## src/hdl/spq_pkg.sv

```systemverilog
// Shared types, codes and sizes for the sorted priority queue.
`default_nettype none

package spq_pkg;

  // Queue capacity and derived count width
  localparam int DEPTH = 16;
  localparam int CNT_W = $clog2(DEPTH + 1);

  // Field widths
  localparam int DATA_W = 32;
  localparam int OCC_W  = 5;

  // Input item kinds
  localparam logic KIND_INSERT = 1'b0;
  localparam logic KIND_REMOVE = 1'b1;

  // Result status codes
  typedef enum logic [1:0] {
    ST_DONE  = 2'd0,
    ST_FULL  = 2'd1,
    ST_EMPTY = 2'd2
  } status_t;

  // Operation broadcast to every cell
  typedef enum logic [1:0] {
    OP_HOLD   = 2'd0,
    OP_INSERT = 2'd1,
    OP_REMOVE = 2'd2
  } cell_op_t;

  typedef struct packed {
    cell_op_t                  op;
    logic signed [DATA_W-1:0]  value;
    logic signed [DATA_W-1:0]  prio;
  } cell_cmd_t;

  typedef struct packed {
    logic                      valid;
    logic signed [DATA_W-1:0]  value;
    logic signed [DATA_W-1:0]  prio;
  } entry_t;

endpackage

`default_nettype wire

```

## src/hdl/spq_cell.sv

```systemverilog
// One slot of the sorted row: holds an entry and trades it with its neighbors.
`default_nettype none

module spq_cell (
  input  wire logic               clk,
  input  wire logic               rst,
  input  wire spq_pkg::cell_cmd_t cmd,
  input  wire spq_pkg::entry_t    left_entry,   // neighbor toward the front
  input  wire logic               left_behind,  // new item lands behind the left neighbor
  input  wire spq_pkg::entry_t    right_entry,  // neighbor toward the back
  output spq_pkg::entry_t         entry,
  output logic                    behind        // new item lands behind this cell
);

  spq_pkg::entry_t entry_next;

  // New item stays behind every stored entry of equal or higher priority
  assign behind = entry.valid && !($signed(cmd.prio) > $signed(entry.prio));

  // Next contents: keep, take the new item, or shift from a neighbor
  always_comb begin
    entry_next = entry;
    case (cmd.op)
      spq_pkg::OP_INSERT: begin
        if (!behind) begin
          if (left_behind) begin
            entry_next.valid = 1'b1;
            entry_next.value = cmd.value;
            entry_next.prio  = cmd.prio;
          end else begin
            entry_next = left_entry;
          end
        end
      end
      spq_pkg::OP_REMOVE: begin
        entry_next = right_entry;
      end
      default: begin
        entry_next = entry;
      end
    endcase
  end

  // Valid bit resets; payload does not
  always_ff @(posedge clk) begin
    entry.value <= entry_next.value;
    entry.prio  <= entry_next.prio;
    if (rst) begin
      entry.valid <= 1'b0;
    end else begin
      entry.valid <= entry_next.valid;
    end
  end

endmodule

`default_nettype wire

```

## src/hdl/sorted_priority_queue_unit.sv

```systemverilog
// Sorted priority queue: a row of cells kept in descending priority order.
//
// Input channel s_axis: tuser carries the kind (0 insert, 1 remove), tdata
// carries the data word and its priority. Output channel m_axis: one result
// item per input item, tuser carries the status (done, full, empty), tdata
// carries the removed word, its priority and the occupancy after the item.
// For each item, all cells compare the new priority with their own in
// parallel and shift or hold in the same clock edge, so an item is accepted
// in every cycle while the output register is free or being read, and its
// result appears in the output register on the next cycle. The single
// output register sets the pace: while a result waits unread, no new item
// is accepted, and an item is taken in the same cycle the waiting result leaves.
// Reset clears all valid bits and the entry count; the queue is empty and
// ready for items in the first cycle after reset. Equal priorities leave in
// arrival order. An insert into a full queue and a remove from an empty one
// leave the contents unchanged and report their status.
`default_nettype none

module sorted_priority_queue_unit (
  input  wire logic        clk,
  input  wire logic        rst,
  input  wire logic        s_axis_tvalid,
  output logic             s_axis_tready,
  input  wire logic [63:0] s_axis_tdata,   // item_value[31:0], item_priority[63:32]
  input  wire logic        s_axis_tuser,   // kind
  output logic             m_axis_tvalid,
  input  wire logic        m_axis_tready,
  output logic [71:0]      m_axis_tdata,   // removed_value[31:0], removed_priority[63:32],
                                           // occupancy[68:64], zero[71:69]
  output logic [1:0]       m_axis_tuser    // status
);

  localparam int DEPTH = spq_pkg::DEPTH;
  localparam int CNT_W = spq_pkg::CNT_W;

  spq_pkg::entry_t    cells [DEPTH];
  logic [DEPTH-1:0]   behind_vec;
  logic [DEPTH-1:0]   valid_vec;
  spq_pkg::cell_cmd_t cmd;

  logic [CNT_W-1:0]   count;
  logic [CNT_W-1:0]   count_next;
  logic               in_accept;
  logic               is_full;
  logic               is_empty;

  // Output register
  logic                        out_valid;
  spq_pkg::status_t            out_status;
  logic signed [31:0]          out_value;
  logic signed [31:0]          out_priority;
  logic [spq_pkg::OCC_W-1:0]   out_occ;
  spq_pkg::status_t            status_next;

  assign in_accept     = s_axis_tvalid && s_axis_tready;
  assign s_axis_tready = !out_valid || m_axis_tready;
  assign is_full       = (count == CNT_W'(DEPTH));
  assign is_empty      = (count == '0);

  // Decide the cell operation and status for the incoming item
  always_comb begin
    cmd.op      = spq_pkg::OP_HOLD;
    cmd.value   = s_axis_tdata[31:0];
    cmd.prio    = s_axis_tdata[63:32];
    status_next = spq_pkg::ST_DONE;
    count_next  = count;
    if (s_axis_tuser == spq_pkg::KIND_INSERT) begin
      if (is_full) begin
        status_next = spq_pkg::ST_FULL;
      end else begin
        cmd.op     = in_accept ? spq_pkg::OP_INSERT : spq_pkg::OP_HOLD;
        count_next = count + CNT_W'(1);
      end
    end else begin
      if (is_empty) begin
        status_next = spq_pkg::ST_EMPTY;
      end else begin
        cmd.op     = in_accept ? spq_pkg::OP_REMOVE : spq_pkg::OP_HOLD;
        count_next = count - CNT_W'(1);
      end
    end
  end

  // Row of cells, front entry in cell 0
  for (genvar i = 0; i < DEPTH; i++) begin : g_cell
    spq_pkg::entry_t left_entry;
    spq_pkg::entry_t right_entry;
    logic            left_behind;

    if (i == 0) begin : g_front
      assign left_entry  = '{valid: 1'b1, value: '0, prio: '0};
      assign left_behind = 1'b1;
    end else begin : g_mid
      assign left_entry  = cells[i-1];
      assign left_behind = behind_vec[i-1];
    end

    if (i == DEPTH - 1) begin : g_back
      assign right_entry = '{valid: 1'b0, value: '0, prio: '0};
    end else begin : g_inner
      assign right_entry = cells[i+1];
    end

    spq_cell u_cell (
      .clk         (clk),
      .rst         (rst),
      .cmd         (cmd),
      .left_entry  (left_entry),
      .left_behind (left_behind),
      .right_entry (right_entry),
      .entry       (cells[i]),
      .behind      (behind_vec[i])
    );

    assign valid_vec[i] = cells[i].valid;
  end

  // Entry count
  always_ff @(posedge clk) begin
    if (rst) begin
      count <= '0;
    end else if (in_accept) begin
      count <= count_next;
    end
  end

  // Result register
  always_ff @(posedge clk) begin
    if (rst) begin
      out_valid <= 1'b0;
    end else if (in_accept) begin
      out_valid <= 1'b1;
    end else if (m_axis_tready) begin
      out_valid <= 1'b0;
    end
  end

  always_ff @(posedge clk) begin
    if (in_accept) begin
      out_status <= status_next;
      out_occ    <= spq_pkg::OCC_W'(count_next);
      if (s_axis_tuser == spq_pkg::KIND_REMOVE && !is_empty) begin
        out_value    <= cells[0].value;
        out_priority <= cells[0].prio;
      end else begin
        out_value    <= '0;
        out_priority <= '0;
      end
    end
  end

  assign m_axis_tvalid = out_valid;
  assign m_axis_tuser  = out_status;
  assign m_axis_tdata  = {3'b000, out_occ, out_priority, out_value};

  // The number of stored entries matches the count
  a_count_matches: assert property (@(posedge clk) disable iff (rst)
    $countones(valid_vec) == 32'(count))
    else $error("valid bits disagree with entry count");

  // Front two entries stay in descending priority order
  a_front_order: assert property (@(posedge clk) disable iff (rst)
    cells[1].valid |->
    (cells[0].valid && $signed(cells[0].prio) >= $signed(cells[1].prio)))
    else $error("front entries out of priority order");

  // A successful remove reports the entry that was at the front
  a_remove_front: assert property (@(posedge clk) disable iff (rst)
    (in_accept && s_axis_tuser == spq_pkg::KIND_REMOVE && !is_empty) |=>
    (out_priority == $past(cells[0].prio) && out_value == $past(cells[0].value)))
    else $error("remove did not return the front entry");

  // A refused insert leaves the count unchanged
  a_full_holds: assert property (@(posedge clk) disable iff (rst)
    (in_accept && s_axis_tuser == spq_pkg::KIND_INSERT && is_full) |=>
    (count == $past(count) && out_status == spq_pkg::ST_FULL))
    else $error("refused insert changed the queue");

endmodule

`default_nettype wire
```

## config.mk

```make
export PLATFORM = sky130hd
export DESIGN_NAME = sorted_priority_queue_unit
export DESIGN_NICKNAME = d
export VERILOG_FILES = /design/src/hdl/spq_pkg.sv /design/src/hdl/spq_cell.sv /design/src/hdl/sorted_priority_queue_unit.sv
export SDC_FILE = /design/constraint.sdc
export NUM_CORES = 2
export LEC_CHECK = 0
export BUFFER_PORTS_ARGS = -buffer_cell sky130_fd_sc_hd__buf_4
export CAP_MARGIN = 20
export CORE_ASPECT_RATIO = 1.5
export CORE_MARGIN = 5
export CORE_UTILIZATION = 60
export CTS_CLUSTER_SIZE = 40
export DETAILED_ROUTE_END_ITERATION = 10
export MAX_ROUTING_LAYER = met4
export PLACE_DENSITY = 0.79
export SYNTH_ARGS = -nofsm -noshare
export SYNTH_HDL_FRONTEND = slang
export SYNTH_SLANG_ARGS = --single-unit
```

## constraint.sdc

```tcl
create_clock -name clk -period 24 [get_ports clk]
set_input_delay 4.8 -clock clk [delete_from_list [all_inputs] [get_ports clk]]
set_output_delay 4.8 -clock clk [all_outputs]
set_load 0.05 [all_outputs]
```

==> results.py <==
metrics = {
    "synth": {
        "yosysUniqueCellTypes": 67,
        "synth_edf_count": 1095,
        "ys_ff_latch": 1117,
        "synthCells": 6362,
        "synth_most_common_cell": "edfxtp_1",
        "syn-cell-area_sq_um": 65600,
        "synth_area_leader_cell": "edfxtp_1",
        "synth_top_area_frac": 0.501,
        "synthArstFlopShare": 0,
        "synth_area_leaders": "edfxtp_1 (50%), ha_1 (9.8%), nand3_1 (5.5%)",
        "ys_seq_area_frac": 0.508,
        "synth_flop_cell": "edfxtp_1",
        "avgSynthCellArea_sq_um": 10.3,
        "ys_top_cells_by_count": "edfxtp_1 (1095), nand2_1 (789), nand3_1 (726), inv_1 (529), ha_1 (514)",
        "yosysWarningCount": 0,
    },
    "place": {
        "io_buffers": 141,
        "dp_worst_setup_slack_ns": 13.35,
        "place_congestion": 0.984,
        "hpwlAfterDp_microns": 132000,
    },
    "power_and_ir_drop": {
        "p_leak_nw": 27.5,
        "total_power_mw": 5.75,
        "powerDensity_nw_per_um2": 81.1,
        "vdd_drop_max_mv": 0.0733,
    },
    "clock_network": {
        "post-cts-setup-buffers": 0,
        "hold_buffers": 0,
        "clkSinkCount": 1117,
        "post_cts_resized": 0,
        "htree_num_levels": 3,
        "clk_path_buf_depth": 3,
        "cts_buffers": 105,
        "clock-root-buffer": "clkbuf_16",
        "clk_pin_slew_ns": 0.06,
        "cts_tree": "done",
        "clk_latency_ns": 0.74,
    },
    "detailed_routing": {
        "avgRoutedWirePerCell_microns": 27.0,
        "vias": 53500,
        "routed_wl_microns": 209000,
        "dr.first_iter.drc_count": 6760,
        "antenna_left": 0,
        "drc": 0,
        "vias_per_cell": 6.91,
        "firstDrtPassIters": 6,
    },
    "run": {
        "maxCapViolations": 0,
    },
    "sta": {
        "worst_slack_ns": 13.76,
        "max_freq_ghz": 0.0976,
        "rsz0062_at_grt": "false",
        "finClkSkew_ns": 0.0370,
        "setup_viol_count_final": 0,
        "finalMaxSlewViolations": 0,
        "hold_viol": 0,
        "worst_slew_pin_slew_ns": 1.27,
        "finalCritPeriodShare": 0.427,
        "relSlewSlack": 0.154,
        "fin_tns_setup_ns": 0,
        "period_minus_slack_ns": 10.24,
    },
    "die": {
        "start_util": 0.605,
        "core-area_sq_um": 109000,
        "io_pins": 145,
        "row_count": 148,
        "die_x_microns": 280,
        "die_h_microns": 415,
        "die-area_sq_um": 116000,
    },
    "global_route": {
        "antenna_found_initial": 18,
        "grt_pass1_vias": 52400,
        "grt_pass1_wl_microns": 311000,
        "grt_use_total": 0.356,
        "grt_overflow": 0,
        "grt_start_max_net_pins": 265,
    },
    "setup_path": {
        "crit_type": "in -> reg",
        "worstPathRequired_ns": 24.54,
        "path_buf_inv": 7,
        "cpPeakStageDelay_ns": 0.87,
        "cp_slowest_cell": "buf_4",
        "cp_top_family": "buffers and inverters",
        "path_cells": "buf_4, nand2b_1, nand2_1, inv_4, nand2_4, buf_12, buf_4, buf_12, buf_12, buf_4, nand2_1, o211ai_1",
        "crit_arrival_ns": 10.78,
        "start_kind": "primary input",
        "critPathCaptureType": "flip-flop",
        "critPathMaxFanout": 210,
    },
    "final_layout": {
        "areaGrowthSynthToFinish_pct": 8.13,
        "nets": 6783,
        "drive_gt1_frac": 0.0672,
    },
    "run_status": {
        "outcome": "complete, no violations",
    },
    "worst_hold_path": {
        "hold_class": "reg -> reg",
    },
}
worst reg2reg max path: stages, from the launching register on:
cell,delay [ns]
dfxtp_1,0.38
inv_1,0.17
ha_1,0.25
nor4b_2,0.54
nor2b_4,0.13
nand2_4,0.45
buf_12,0.54
buf_4,0.75
buf_12,0.72
buf_12,0.75
buf_4,1.04
nand2_1,0.55
o211ai_1,0.34
cells by family (layout without fill, tap and decap cells):
kind of cell,count (synthesis),count (layout),synth area share
xor gates and xnor gates,1,1,0.000133
AOI/OAI and AO/OA,1487,1487,0.153
DFF,1117,1117,0.508
other,1,20,0.0000571
muxes,270,270,0.0412
and+or+nand+nor,1951,1951,0.137
buffers and inverters,1021,947,0.0622
adders and majority gates,514,514,0.0980
sequential cells by signal, indices dropped and copies added (netlist names):
name and count:
m_axis_tuser 2, out_occ 5, out_priority 32, count 5, m_axis_tvalid 1, g_cell.u_cell.entry 1040
out_value 32
metrics by stage:
step	instances	hold WS [ns]	instance area (sq um)	util
6_report	7732	0.532	71000	0.654
5_1_grt	7730	0.552	71000	0.654
3_3_place_gp	7508	0.520	67300	0.620
3_5_place_dp	7512	0.525	67300	0.620
4_1_cts	7709	0.532	70900	0.653
2_1_floorplan	6364	0.473	65600	-
routing by layer:
metal  vias up  GRT usage  wire length (microns)
met5         -          -                      0
met4         0      0.272                  18700
met3       821     0.0573                  19900
met2      3301      0.554                  97400
met1     25800      0.414                  72800
li1      23600          -                      -
where the power goes:
part / total (mW) / internal, mW / switching (mW)
Sequential: 2.66 / 2.52 / 0.145
Combinational: 1.33 / 0.427 / 0.898
Clock: 1.77 / 0.971 / 0.796
cell type report:
| cell class | instances | area [sq um] |
|---|---|---|
| clock inverters | 79 | 831 |
| flip-flops and latches | 1117 | 33300 |
| repair buffers | 220 | 1730 |
| fillers | 8572 | 37600 |
| inverters | 530 | 1990 |
| multi-input cells | 4226 | 28500 |
| well taps | 1425 | 1780 |
| clock buffers | 118 | 2720 |
| diodes | 17 | 42.5 |
worst paths after layout:
kind,startpoint,end,slack (ns),cells after the start
max,m_axis_tready,g_cell[12].u_cell.entry[42],13.76,12
min,m_axis_tvalid,m_axis_tvalid,0.53,2
max reg2reg,count[0],g_cell[12].u_cell.entry[42],17.20,12
min reg2reg,m_axis_tvalid,m_axis_tvalid,0.53,2
layout by cell type (no fill, tap or decap), drive strengths merged, types with 12 or more instances in the layout:
cell	count
clkbuf	121
ha	514
o21ai	374
o211ai	342
clkinv	55
nor2	141
a21o	54
inv	533
nor4	18
edfxtp	1095
o221ai	311
diode	17
dfxtp	22
nor3	28
nor2b	24
a21boi	12
nand4	106
and2	68
a211oi	26
a21oi	272
nand2	789
nand3	726
buf	217
mux2i	270
bufinv	14
Power figures use the tool's default switching activity.
